[src/hw/rtl/srps_pkg.sv]
// Shared types and constants for the sequence range progression sum unit.
// No dependencies; the other files that use this package refer to it by scoped names.
package srps_pkg;

  // Store geometry
  localparam int MAX_LEN = 1024;
  localparam int ADDR_W  = $clog2(MAX_LEN);
  localparam int LEN_W   = $clog2(MAX_LEN + 1);

  // Field widths fixed by the interface
  localparam int POS_W  = 11;
  localparam int OPER_W = 32;
  localparam int DATA_W = 64;
  localparam int STAT_W = 2;

  // Width used to compare positions against the length
  localparam int CMP_W = (LEN_W > POS_W) ? LEN_W : POS_W;

  typedef enum logic [1:0] {
    REQ_ASSIGN = 2'd0,
    REQ_ADD    = 2'd1,
    REQ_INSERT = 2'd2,
    REQ_QUERY  = 2'd3
  } req_t;

  localparam logic [STAT_W-1:0] ST_OK        = 2'd0;
  localparam logic [STAT_W-1:0] ST_BAD_RANGE = 2'd1;
  localparam logic [STAT_W-1:0] ST_FULL      = 2'd2;

  typedef enum logic [4:0] {
    S_IDLE  = 5'b00001,
    S_WALK  = 5'b00010,
    S_SHIFT = 5'b00100,
    S_PLACE = 5'b01000,
    S_FIN   = 5'b10000
  } state_t;

  // Operation of the shared adder
  typedef enum logic [1:0] {
    DP_IDLE = 2'd0,
    DP_ADD  = 2'd1,
    DP_SUM  = 2'd2
  } dp_op_t;

  // Source of the store write data
  typedef enum logic [1:0] {
    WD_VALUE = 2'd0,
    WD_SUM   = 2'd1,
    WD_COPY  = 2'd2
  } wd_sel_t;

  typedef struct packed {
    logic    init;
    dp_op_t  op;
    wd_sel_t wd_sel;
  } dp_ctrl_t;

  typedef struct packed {
    logic              rd_en;
    logic [ADDR_W-1:0] rd_addr;
    logic              we;
    logic [ADDR_W-1:0] wr_addr;
  } ram_ctrl_t;

endpackage

[src/hw/rtl/srps_ctrl.sv]
// Sequencer: request checks, sequence length, and the element walk over the store.
// Depends on srps_pkg.
module srps_ctrl (
  input  logic                             clk,
  input  logic                             rst,
  input  logic                             start,
  input  srps_pkg::req_t                   req,
  input  logic [srps_pkg::POS_W-1:0]       first_position,
  input  logic [srps_pkg::POS_W-1:0]       last_position,
  input  logic                             slot_free,
  output logic                             busy,
  output logic                             fin,
  output logic [srps_pkg::STAT_W-1:0]      status,
  output logic [srps_pkg::LEN_W-1:0]       len,
  output srps_pkg::ram_ctrl_t              ram,
  output srps_pkg::dp_ctrl_t               dp
);

  srps_pkg::state_t                  state, state_next;
  srps_pkg::req_t                    kind, kind_next;
  logic [srps_pkg::LEN_W-1:0]        len_next;
  logic [srps_pkg::LEN_W-1:0]        cnt, cnt_next;
  logic [srps_pkg::ADDR_W-1:0]       rd_ptr, rd_ptr_next;
  logic [srps_pkg::ADDR_W-1:0]       p_addr, p_addr_next;
  logic                              p_vld, p_vld_next;
  logic [srps_pkg::ADDR_W-1:0]       ins_addr, ins_addr_next;
  logic [srps_pkg::STAT_W-1:0]       status_next;

  logic [srps_pkg::CMP_W-1:0] lo_c, hi_c, len_c, max_c;
  logic                       range_ok;

  assign lo_c     = srps_pkg::CMP_W'(first_position);
  assign hi_c     = srps_pkg::CMP_W'(last_position);
  assign len_c    = srps_pkg::CMP_W'(len);
  assign max_c    = srps_pkg::CMP_W'(srps_pkg::MAX_LEN);
  assign range_ok = (lo_c != '0) && (lo_c <= hi_c) && (hi_c <= len_c);

  // Next state, store accesses and datapath control
  always_comb begin
    state_next    = state;
    kind_next     = kind;
    len_next      = len;
    cnt_next      = cnt;
    rd_ptr_next   = rd_ptr;
    p_addr_next   = p_addr;
    p_vld_next    = p_vld;
    ins_addr_next = ins_addr;
    status_next   = status;
    ram           = '0;
    dp.init       = 1'b0;
    dp.op         = srps_pkg::DP_IDLE;
    dp.wd_sel     = srps_pkg::WD_VALUE;

    unique case (state)
      srps_pkg::S_IDLE: begin
        if (start) begin
          dp.init     = 1'b1;
          kind_next   = req;
          p_vld_next  = 1'b0;
          status_next = srps_pkg::ST_OK;
          if (req == srps_pkg::REQ_INSERT) begin
            ins_addr_next = srps_pkg::ADDR_W'(lo_c);
            if (lo_c > len_c) begin
              status_next = srps_pkg::ST_BAD_RANGE;
              state_next  = srps_pkg::S_FIN;
            end else if (len_c >= max_c) begin
              status_next = srps_pkg::ST_FULL;
              state_next  = srps_pkg::S_FIN;
            end else if (lo_c == len_c) begin
              state_next = srps_pkg::S_PLACE;
            end else begin
              cnt_next    = srps_pkg::LEN_W'(len_c - lo_c);
              rd_ptr_next = srps_pkg::ADDR_W'(len_c - 1'b1);
              state_next  = srps_pkg::S_SHIFT;
            end
          end else if (!range_ok) begin
            status_next = srps_pkg::ST_BAD_RANGE;
            state_next  = srps_pkg::S_FIN;
          end else begin
            cnt_next    = srps_pkg::LEN_W'(hi_c - lo_c + 1'b1);
            rd_ptr_next = srps_pkg::ADDR_W'(lo_c - 1'b1);
            state_next  = srps_pkg::S_WALK;
          end
        end
      end

      srps_pkg::S_WALK: begin
        if (kind == srps_pkg::REQ_ASSIGN) begin
          // Write straight through the range
          if (cnt != '0) begin
            ram.we      = 1'b1;
            ram.wr_addr = rd_ptr;
            rd_ptr_next = rd_ptr + 1'b1;
            cnt_next    = cnt - 1'b1;
          end else begin
            state_next = srps_pkg::S_FIN;
          end
        end else begin
          // Issue the next read
          if (cnt != '0) begin
            ram.rd_en   = 1'b1;
            ram.rd_addr = rd_ptr;
            p_addr_next = rd_ptr;
            p_vld_next  = 1'b1;
            rd_ptr_next = rd_ptr + 1'b1;
            cnt_next    = cnt - 1'b1;
          end else begin
            p_vld_next = 1'b0;
          end
          // Consume the element read last cycle
          if (p_vld) begin
            if (kind == srps_pkg::REQ_ADD) begin
              ram.we      = 1'b1;
              ram.wr_addr = p_addr;
              dp.op       = srps_pkg::DP_ADD;
              dp.wd_sel   = srps_pkg::WD_SUM;
            end else begin
              dp.op = srps_pkg::DP_SUM;
            end
          end
          if (cnt == '0 && !p_vld) begin
            state_next = srps_pkg::S_FIN;
          end
        end
      end

      srps_pkg::S_SHIFT: begin
        // Move elements up by one, from the tail down
        if (cnt != '0) begin
          ram.rd_en   = 1'b1;
          ram.rd_addr = rd_ptr;
          p_addr_next = rd_ptr + 1'b1;
          p_vld_next  = 1'b1;
          rd_ptr_next = rd_ptr - 1'b1;
          cnt_next    = cnt - 1'b1;
        end else begin
          p_vld_next = 1'b0;
        end
        if (p_vld) begin
          ram.we      = 1'b1;
          ram.wr_addr = p_addr;
          dp.wd_sel   = srps_pkg::WD_COPY;
        end
        if (cnt == '0 && !p_vld) begin
          state_next = srps_pkg::S_PLACE;
        end
      end

      srps_pkg::S_PLACE: begin
        ram.we      = 1'b1;
        ram.wr_addr = ins_addr;
        len_next    = len + 1'b1;
        state_next  = srps_pkg::S_FIN;
      end

      srps_pkg::S_FIN: begin
        if (slot_free) begin
          state_next = srps_pkg::S_IDLE;
        end
      end

      default: begin
        state_next = srps_pkg::S_IDLE;
      end
    endcase
  end

  // Control state
  always_ff @(posedge clk) begin
    if (rst) begin
      state <= srps_pkg::S_IDLE;
      len   <= '0;
      p_vld <= 1'b0;
    end else begin
      state <= state_next;
      len   <= len_next;
      p_vld <= p_vld_next;
    end
  end

  // Walk registers
  always_ff @(posedge clk) begin
    kind     <= kind_next;
    cnt      <= cnt_next;
    rd_ptr   <= rd_ptr_next;
    p_addr   <= p_addr_next;
    ins_addr <= ins_addr_next;
    status   <= status_next;
  end

  assign busy = (state != srps_pkg::S_IDLE);
  assign fin  = (state == srps_pkg::S_FIN);

endmodule

[config.mk]
export PLATFORM = sky130hd
export DESIGN_NAME = srps_ctrl
export DESIGN_NICKNAME = d
export VERILOG_FILES = /design/src/hw/rtl/srps_pkg.sv /design/src/hw/rtl/srps_ctrl.sv
export SDC_FILE = /design/constraint.sdc
export NUM_CORES = 1
export LEC_CHECK = 0
export BUFFER_PORTS_ARGS = -buffer_cell sky130_fd_sc_hd__buf_4
export CORE_MARGIN = 4
export CORE_UTILIZATION = 30
export CTS_BUF_LIST = sky130_fd_sc_hd__clkbuf_2 sky130_fd_sc_hd__clkbuf_4 sky130_fd_sc_hd__clkbuf_8
export CTS_CLUSTER_SIZE = 40
export DETAILED_ROUTE_END_ITERATION = 6
export SLEW_MARGIN = 20
export SYNTH_ARGS = -nofsm -noshare
export SYNTH_HDL_FRONTEND = slang
export SYNTH_SLANG_ARGS = --single-unit
[constraint.sdc]
create_clock -name clk -period 4.9 [get_ports clk]
set_clock_uncertainty 0.2 [all_clocks]
set_input_delay 0.49 -clock clk [delete_from_list [all_inputs] [get_ports clk]]
set_output_delay 0.49 -clock clk [all_outputs]
set_load 0.03 [all_outputs]
* Yosys cells after proc, flatten, opt, wreduce, memory -nomap -nowiden
Cells that the tools add are included. W data, S select, Z words.
Operators by class: reductions and logical operators 19, add/subtract/negate cells 9, equal/unequal tests 22, muxes and demuxes 57, order comparisons 4
Operators with widths (count):
- $mux W11 | 13
- $mux W10 | 10
- $mux W5 | 10
- $pmux W11 S2 | 2
- $pmux W11 S3 | 1
- $pmux W10 S3 | 1
- $sub A10 B1 Y10 const B | 3
- $pmux W5 S5 | 1
- $add A11 B1 Y11 const B | 2
- $le A11 B11 Y1 | 2
- $reduce_bool A11 Y1 | 2
- $sub A11 B11 Y11 | 2
- $pmux W10 S2 | 1
- $ne A3 B3 Y1 const B | 6
- $mux W2 | 6
- $mux W4 | 3
- $ne A2 B2 Y1 const B | 6
- $eq A11 B11 Y1 | 1
- $ge A11 B11 Y1 const B | 1
- $gt A11 B11 Y1 | 1
- $logic_not A11 Y1 | 1
- $sub A11 B1 Y11 const B | 1
- $add A10 B1 Y10 const B | 1
- $reduce_and A8 Y1 | 1
- 23 further kinds | 33
Storage, ports and cells: register bits 62, output and inout port bits 42, input port bits 28

* Logic depth before layout (Yosys ltp)
Gate-level depths: netlist of run 1.
word-level depth 7, depth in mapped cells 12, depth with buffers taken out 12

* Least setup slack after synthesis of run 1
OpenSTA, ideal clock, no wires.
path kind flip-flop to flip-flop, from register len[8] (netlist name), to register cnt[0] (netlist name) (enable), setup time 0.394 ns, buffers on the path 0, setup slack 1.318 ns, arrival time 2.988 ns, stages on the path, launching flop included 9, cells stage by stage dfxtp_1 -> inv_1 -> ha_1 -> a21oi_1 -> o21ai_0 -> or4_1 -> a311oi_1 -> nor2_1 -> o21ai_0
Between the ends: cells in the longest elaborated chain, start to end 4, elaborated cells between the ends (all ways) 10
RTL lines:
- from (decl) | RTL line srps_ctrl.sv:14 | output logic [srps_pkg::LEN_W-1:0] len,
- from (signal assigned) | RTL line srps_ctrl.sv:176 | len <= len_next;
- $le A11 B11 Y1 | RTL line srps_ctrl.sv:36 | assign range_ok = (lo_c != '0) && (lo_c <= hi_c) && (hi_c <= len_c);
- $logic_and A1 B1 Y1 | RTL line srps_ctrl.sv:36
- $ne A3 B3 Y1 (no line)
- $reduce_and A7 Y1 (no line) *
- to (signal assigned) | RTL line srps_ctrl.sv:184 | cnt <= cnt_next;
- to (decl) | RTL line srps_ctrl.sv:22 | logic [srps_pkg::LEN_W-1:0] cnt, cnt_next;
Every way passes the cells marked *; elsewhere a longest branch is shown, timed or not. A chain may end at the register's enable or synchronous reset.

==> out/results.tsv, run 1 <==
metric	value	unit
status	completed	
Rows	48	
endpoint type of the worst setup path	output pin	
DRT Pass-1 Iters	5	
Comb pwr share	24.6	%
vias per cell	5.447	
worst hold path type	input pin to register	
worst reg2reg path depth	9	
Sink Count	62	
post_cts resized	0	
CTS Hold Buffers Added	0	
placed instance count	892	
Detailed Route Iter0 Violations	354	
Setup Crit Path Kind	register to output pin	
Hold Startpoint	req[0]	
Post-DP HPWL	13.04	mm
Worst Setup Slack, final	1.136	ns
sequential share of the synthesized area	31.18	%
Netlist cell types	70	
Psw	470.8	uW
Clock H-tree levels	3	
Syn Std Cell Area	5425	sq um
ys flop type	edfxtp_1	
crit path max fanout	21	
Die Ht	142.5	um
MaxCap Viol Count	0	
Routed WL per cell	18.11	um
Num CTS Buffers	9	
Tot GR Track Use	15.90	%
CTS root buf	clkbuf_8	
via count	4946	
final slew viol count	0	
Rel. slew slack	31.45	%
hold endpoint	kind[0]	
Final Hold Fails	0	
slew at the pin with the worst max-slew slack	1.028	ns
CTS clk-pin slew, worst paths	0.07	ns
worst r2r dst	cnt[2]	
antenna-violating nets left	0	
fmax	265.7	MHz
IO buf count	69	
worst vdd ir	0.1724	mV
post-CTS setup repair buffer count	0	
switching share of total power	31.26	%
Synth Net Count	706	
IO Pins	70	
clock share of power	33.6	%
Setup-failing EPs final	0	
deepest clock path buffer count	2	
most common cell after layout, fill and taps aside	buf_4	
ys async rst share	0	%
clk_lat worst skew	0.35	ns
final WL	16.44	mm
R2R setup slack	1.65	ns
Post-Place Setup Slack	1.512	ns
placed instance area	6138	sq um
DRC	0	
most frequent cells in the layout	buf_4, inv_1, ha_1	
CP arrival	3.07	ns
number of synthesized flops with an enable pin	45	
pin count of the biggest net entering global routing	25	
Die Wd	142.5	um
worst path required time	4.21	ns
Setup TNS	0	ns
Tmin final	3.764	ns
# nets final	762	
LEAKAGE	2.725	nW
worst hold slack	0.1499	ns
WHS Path Cells	1	
die area	20300	sq um
gpl congestion	0.8618	
Pwr Density	236.9	nW/um^2
initial core utilization	30.94	%
#FFs+latches synth	62	
final period utilization	76.81	%
Finished Cell Area	6359	sq um
fin cells	908	
unrepaired setup endpoints after global routing	false	
CORE AREA	17540	sq um
Power Internal	1.035	mW
first-pass GRT wire length	25.34	mm
vias in the first global route	4512	
TritonCTS clock tree	done	
Syn. warnings	0	
Remaining Overflow, GRT	0	
Syn Inst Count	622	
FF-to-FF Start	len[10]	
initial antenna violation count	0	
Flop pwr share	41.8	%
Antenna diodes	0	
syn_area_per_cell	8.722	sq um
Area Growth Syn to Fin	17.20	%
Startpoint Class	register	
layout cells sized above 1	16.11	%
[kinds of logic (layout without fill, tap and decap cells)]
| kind of cell | after synthesis | count (layout) | synth area share, % |
|---|---|---|---|
| and+or+nand+nor | 212 | 212 | 21.56 |
| AOI/OAI and AO/OA | 145 | 145 | 17.37 |
| buffers and inverters | 85 | 146 | 6.227 |
| DFF | 62 | 62 | 31.18 |
| adders and majority gates | 56 | 56 | 13.33 |
| xor gates and xnor gates | 52 | 52 | 8.395 |
| muxes | 10 | 10 | 1.937 |
[synthesized netlist by cell type, drive strengths merged (3+ instances only)]
cell type / number / area, sq um
buf: 13 / 67.56
ha: 53 / 663.1
nand4: 11 / 75.07
nor4: 11 / 108.9
nor2: 47 / 176.4
edfxtp: 45 / 1351
a21oi: 41 / 205.2
nand3b: 9 / 67.56
or4: 4 / 33.78
nor2b: 3 / 18.77
o21ai: 36 / 195.2
a22oi: 3 / 22.52
a21o: 10 / 75.07
nand2b: 6 / 37.54
dfxtp: 17 / 340.3
xor2: 18 / 157.7
a211oi: 11 / 82.58
clkbuf: 17 / 63.81
a31oi: 8 / 50.05
a222oi: 6 / 60.06
o211ai: 3 / 22.52
nand2: 48 / 182.7
mux2i: 9 / 90.09
or2: 3 / 18.77
and3: 17 / 106.4
and3b: 3 / 26.28
fa: 3 / 60.06
xnor2: 34 / 297.8
nor3: 17 / 90.09
o22ai: 3 / 18.77
inv: 55 / 206.5
o31ai: 3 / 22.52
and2: 6 / 37.54
or3: 7 / 48.80
a221oi: 5 / 43.79
nand3: 12 / 60.06
[final cells by class]
class / count / area, sq um
flip-flops and latches: 62 / 1692
inverters: 55 / 206.4
well taps: 225 / 281.5
fillers: 1858 / 11180
clock buffers: 9 / 123.9
multi-input cells: 475 / 3396
repair buffers: 75 / 563.0
clock inverters: 7 / 96.34
[how the worst max path moves through the flow]
stage | cells after the start | end | from
final | 9 | ram[8] | cnt[0]
after global routing | 9 | ram[0] | cnt[0]
after CTS | 9 | ram[8] | cnt[0]
after detailed placement | 8 | ram[10] | cnt[0]
after global placement | 9 | ram[8] | cnt[0]
after floorplan | 8 | cnt[0] | len[8]
[registers in the layout (all words and copies together) (netlist names)]
signal / cells
cnt: 11
len: 11
ins_addr: 10
p_addr: 10
rd_ptr: 10
state: 5
kind: 2
status: 2
p_vld: 1
[worst max-delay path, cell delays in order (launching register included)]
cell      delay, ns
edfxtp_1       0.42
inv_1          0.08
ha_1           0.15
nand2b_1       0.09
or4_4          0.45
or3_1          0.65
and2_1         0.33
a222oi_1       0.30
inv_1          0.07
buf_4          0.17
[per-stage QoR]
stage               util, %  total power, mW
CTS                   36.26            1.515
detailed placement    35.00            1.007
floorplan                 -           0.8839
finish                36.26            1.506
global placement      35.00            1.006
global route          36.26            1.579
[power by group through the flow]
stage / clock [mW] / sequential [mW] / combinational (mW)
floorplan: 0 / 0.630 / 0.254
global placement: 0 / 0.640 / 0.366
detailed placement: 0 / 0.641 / 0.366
CTS: 0.518 / 0.629 / 0.368
global route: 0.541 / 0.633 / 0.405
finish: 0.506 / 0.630 / 0.370
[per-layer routing]
metal  routed length [um]  track usage, %
met1                 7708           23.07
met2                 7299           24.13
met3                 1258           3.663
met4                  173           3.452
met5                    0               0
Note: power is estimated with default switching activity, not from simulation.
==> run 2: changes to the inputs <==
--- a/config.mk
+++ b/config.mk
@@ -5,6 +5,7 @@
 export SDC_FILE = /design/constraint.sdc
 export NUM_CORES = 1
 export LEC_CHECK = 0
+export ABC_AREA = 1
 export BUFFER_PORTS_ARGS = -buffer_cell sky130_fd_sc_hd__buf_4
 export CORE_MARGIN = 4
 export CORE_UTILIZATION = 30
==> constraint.sdc (replaced) <==
create_clock -name clk -period 3.2 [get_ports clk]
set_clock_uncertainty 0.2 [all_clocks]
set_input_delay 0.32 -clock clk [delete_from_list [all_inputs] [get_ports clk]]
set_output_delay 0.32 -clock clk [all_outputs]
set_load 0.03 [all_outputs]
==> run 2 against run 1 <==
Net effect: synthesized cell count grew 21%; power grew 62%; count of clock-buffer cells in the layout grew 2; clock power grew 58%; global-route usage grew 0.76 points; non-clock buffer count grew 13; die area grew 0.85%; sequential power grew 57%; register-to-register slack lost 1.3 ns; worst setup slack lost 0.98 ns; highest routed layer unchanged; sequential share of layout area shrank 0.98 points.
==> out/results.tsv, run 2 <==
metric	value	unit	change
Syn Std Cell Area	5474	sq um	was 5425 sq um
pin count of the biggest net entering global routing	25		unchanged
clk_lat worst skew	0.35	ns	about the same
clock share of power	32.8	%	was 33.6%
Hold Startpoint	first_position[5]		was req[0]
Rows	49		was 48
Setup TNS	0	ns	unchanged
final WL	17.13	mm	was 16.44 mm
Die Ht	143.1	um	was 142.5 um
worst reg2reg path depth	13		was 9
Netlist cell types	45		was 70
Yosys top cell by area	edfxtp_1		unchanged
slew at the pin with the worst max-slew slack	0.5879	ns	was 1.028 ns
FF-to-FF Start	len[8]		was len[10]
unrepaired setup endpoints after global routing	true		was false
syn_area_per_cell	7.250	sq um	was 8.722 sq um
WHS Path Cells	1		unchanged
Die Wd	143.1	um	was 142.5 um
vias per cell	5.039		was 5.447
gpl congestion	0.9390		was 0.8618
CP arrival	2.84	ns	was 3.07 ns
Post-Place Setup Slack	0.2648	ns	was 1.512 ns
die area	20470	sq um	was 20300 sq um
Syn. warnings	0		unchanged
Antenna diodes	0		unchanged
R2R setup slack	0.34	ns	was 1.65 ns
DRT Pass-1 Iters	5		unchanged
Area Growth Syn to Fin	20.59	%	was 17.20%
Comb pwr share	26.7	%	was 24.6%
placed instance count	1049		was 892
IO Pins	70		unchanged
DRC	0		unchanged
final slew viol count	0		unchanged
endpoint type of the worst setup path	register		was output pin
Top Registers	cnt: 11 flops, len: 11 flops		unchanged
most common cell after layout, fill and taps aside	nand2_1		was buf_4
final period utilization	95.12	%	
Flop pwr share	40.5	%	was 41.8%
Worst Setup Slack, final	0.1561	ns	was 1.136 ns
Final Hold Fails	0		unchanged
largest family of logic cells by synthesized area	simple AND/OR/NAND/NOR gates		unchanged
Startpoint Class	input pin		was register
Synth Net Count	839		was 706
Detailed Route Iter0 Violations	498		was 354
ys flop type	edfxtp_1		unchanged
initial core utilization	30.47	%	was 30.94%
CP Cell Sequence	dlygate4sd3_1 > buf_4 > ha_1 > fa_1 > inv_1 > nand2_1 > nand3_1 > nand3_1 > nand2_1 > nand3_1 > nand3_1 > o2111ai_1 > inv_1		was inv_1 > ha_1 > nand2b_1 > or4_4 > or3_1 > and2_1 > a222oi_1 > inv_1 > buf_4
worst path required time	2.99	ns	was 4.21 ns
Post-DP HPWL	13.82	mm	was 13.04 mm
crit-path max cell delay	0.53	ns	was 0.65 ns
Syn Inst Count	755		was 622
fmax	328.5	MHz	
share of the core filled with cells	36.75	%	was 36.26%
Setup-failing EPs final	0		unchanged
Psw	797.5	uW	was 470.8 uW
commonest cells in the netlist	nand2_1, inv_1, nor2_1		was inv_1, ha_1, nand2_1, nor2_1, edfxtp_1
Sink Count	62		unchanged
compound-cell area share of the yosys netlist	15.47	%	was 17.37%
Critical Path Most Common Cell	nand3_1		was inv_1
Synth Area in Adders	13.21	%	was 13.33%
Tmin final	3.044	ns	
via count	5412		was 4946
deepest clock path buffer count	2		unchanged
IO buf count	69		unchanged
# nets final	924		was 762
worst r2r dst	rd_ptr[4]		was cnt[2]
largest cells by area after synthesis	edfxtp_1, ha_1, nand2_1		was edfxtp_1, ha_1, dfxtp_1
simple-gate area share of the yosys netlist	27.34	%	was 21.56%
LEAKAGE	3.038	nW	was 2.725 nW
worst hold slack	0.02722	ns	was 0.1499 ns
Synth top area share	24.69	%	was 24.91%
fin cells	1074		was 908
switching share of total power	32.61	%	was 31.26%
crit path max fanout	10		was 21
critical path startpoint	first_position[1]		was cnt[0]
CP max stage cell	dlygate4sd3_1		was or3_1
worst hold path type	input pin to register		unchanged
Setup Crit Path Kind	input pin to register		was register to output pin
worst vdd ir	0.2080	mV	was 0.1724 mV
CTS clk-pin slew, worst paths	0.06	ns	was 0.07 ns
#FFs+latches synth	62		unchanged
TritonCTS clock tree	done		unchanged
Num CTS Buffers	9		unchanged
status	completed		unchanged
XOR/XNOR share of the synthesized area	3.520	%	was 8.395%
Pwr Density	370.4	nW/um^2	was 236.9 nW/um^2
sequential share of the synthesized area	30.90	%	was 31.18%
Remaining Overflow, GRT	0		unchanged
number of synthesized flops with an enable pin	45		unchanged
most frequent cells in the layout	nand2_1, inv_1, buf_4		was buf_4, inv_1, ha_1
Clock H-tree levels	3		unchanged
Tot GR Track Use	16.66	%	was 15.90%
Rel. slew slack	60.76	%	was 31.45%
antenna-violating nets left	0		unchanged
MaxCap Viol Count	0		unchanged
layout cells sized above 1	15.03	%	was 16.11%
vias in the first global route	4963		was 4512
hold endpoint	ins_addr[5]		was kind[0]
post-synthesis mux area share	0	%	was 1.937%
first-pass GRT wire length	26.81	mm	was 25.34 mm
post-CTS setup repair buffer count	0		unchanged
Routed WL per cell	15.95	um	was 18.11 um
CORE AREA	17960	sq um	was 17540 sq um
initial antenna violation count	0		unchanged
Power Internal	1.648	mW	was 1.035 mW
leading cell type by number of instances after synthesis	nand2_1		was inv_1
ys async rst share	0	%	unchanged
CTS root buf	clkbuf_8		unchanged
==> run 2: through the flow <==
| stage | power (mW) | area (sq um) |
|---|---|---|
| 2_1_floorplan | 1.432 | 5474 |
| 4_1_cts | 2.454 | 6591 |
| 3_5_place_dp | 1.649 | 6285 |
| 5_1_grt | 2.588 | 6601 |
| 6_report | 2.445 | 6601 |
| 3_3_place_gp | 1.643 | 6285 |
==> run 2: worst max-delay path by stage <==
stage / cells after the start / end
after floorplan: 7 / ins_addr[0]
after global placement: 14 / cnt[9]
after detailed placement: 14 / cnt[9]
after CTS: 15 / cnt[9]
after global routing: 13 / cnt[4]
final: 13 / rd_ptr[4]
==> run 2: repair_timing <==
action	in CTS	in global routing
hold endpoints to repair	8	1
endpoints found under the setup margin	0	24
hold buffers	8	1
resized for setup	0	1
==> run 2: area by class of cell <==
type | instances | area, sq um
Clock inverter | 5 | 81.33
Clock buffer | 11 | 145.1
Sequential cell | 62 | 1692
Timing Repair Buffer | 88 | 683.2
Fill cell | 1914 | 11360
Tap cell | 229 | 286.5
Multi-Input combinational cell | 558 | 3259
Inverter | 121 | 454.2
==> run 2: metal layers <==
metal	vias up	GRT usage, %	share of wire (%)
met5	-	0	0
met1	2514	25.13	48
met2	194	24.63	43
met3	16	3.483	8.3
li1	2688	-	-
met4	0	3.102	0.95
==> run 2: power groups by stage <==
stage,Clock (mW),Sequential (mW),Combinational (mW)
floorplan,0,1.00,0.431
global placement,0,1.01,0.636
detailed placement,0,1.01,0.641
CTS,0.811,0.990,0.653
global route,0.853,0.998,0.737
finish,0.801,0.991,0.654
==> run 2: kinds of logic after synthesis <==
| family | Yosys count |
|---|---|
| compound gates | 147 |
| flops | 62 |
| buf+inv | 135 |
| simple gates | 333 |
| xor+xnor | 22 |
| fa+ha+maj | 56 |
==> run 2: critical path, delay by kind of cell <==
| family | cells | cell delay (ns) |
|---|---|---|
| AND/OR/NAND/NOR | 6 | 0.61 |
| buffers and inverters | 4 | 1.14 |
| AO/OA/AOI/OAI | 1 | 0.13 |
| adder cells (fa/ha/maj) | 2 | 0.64 |
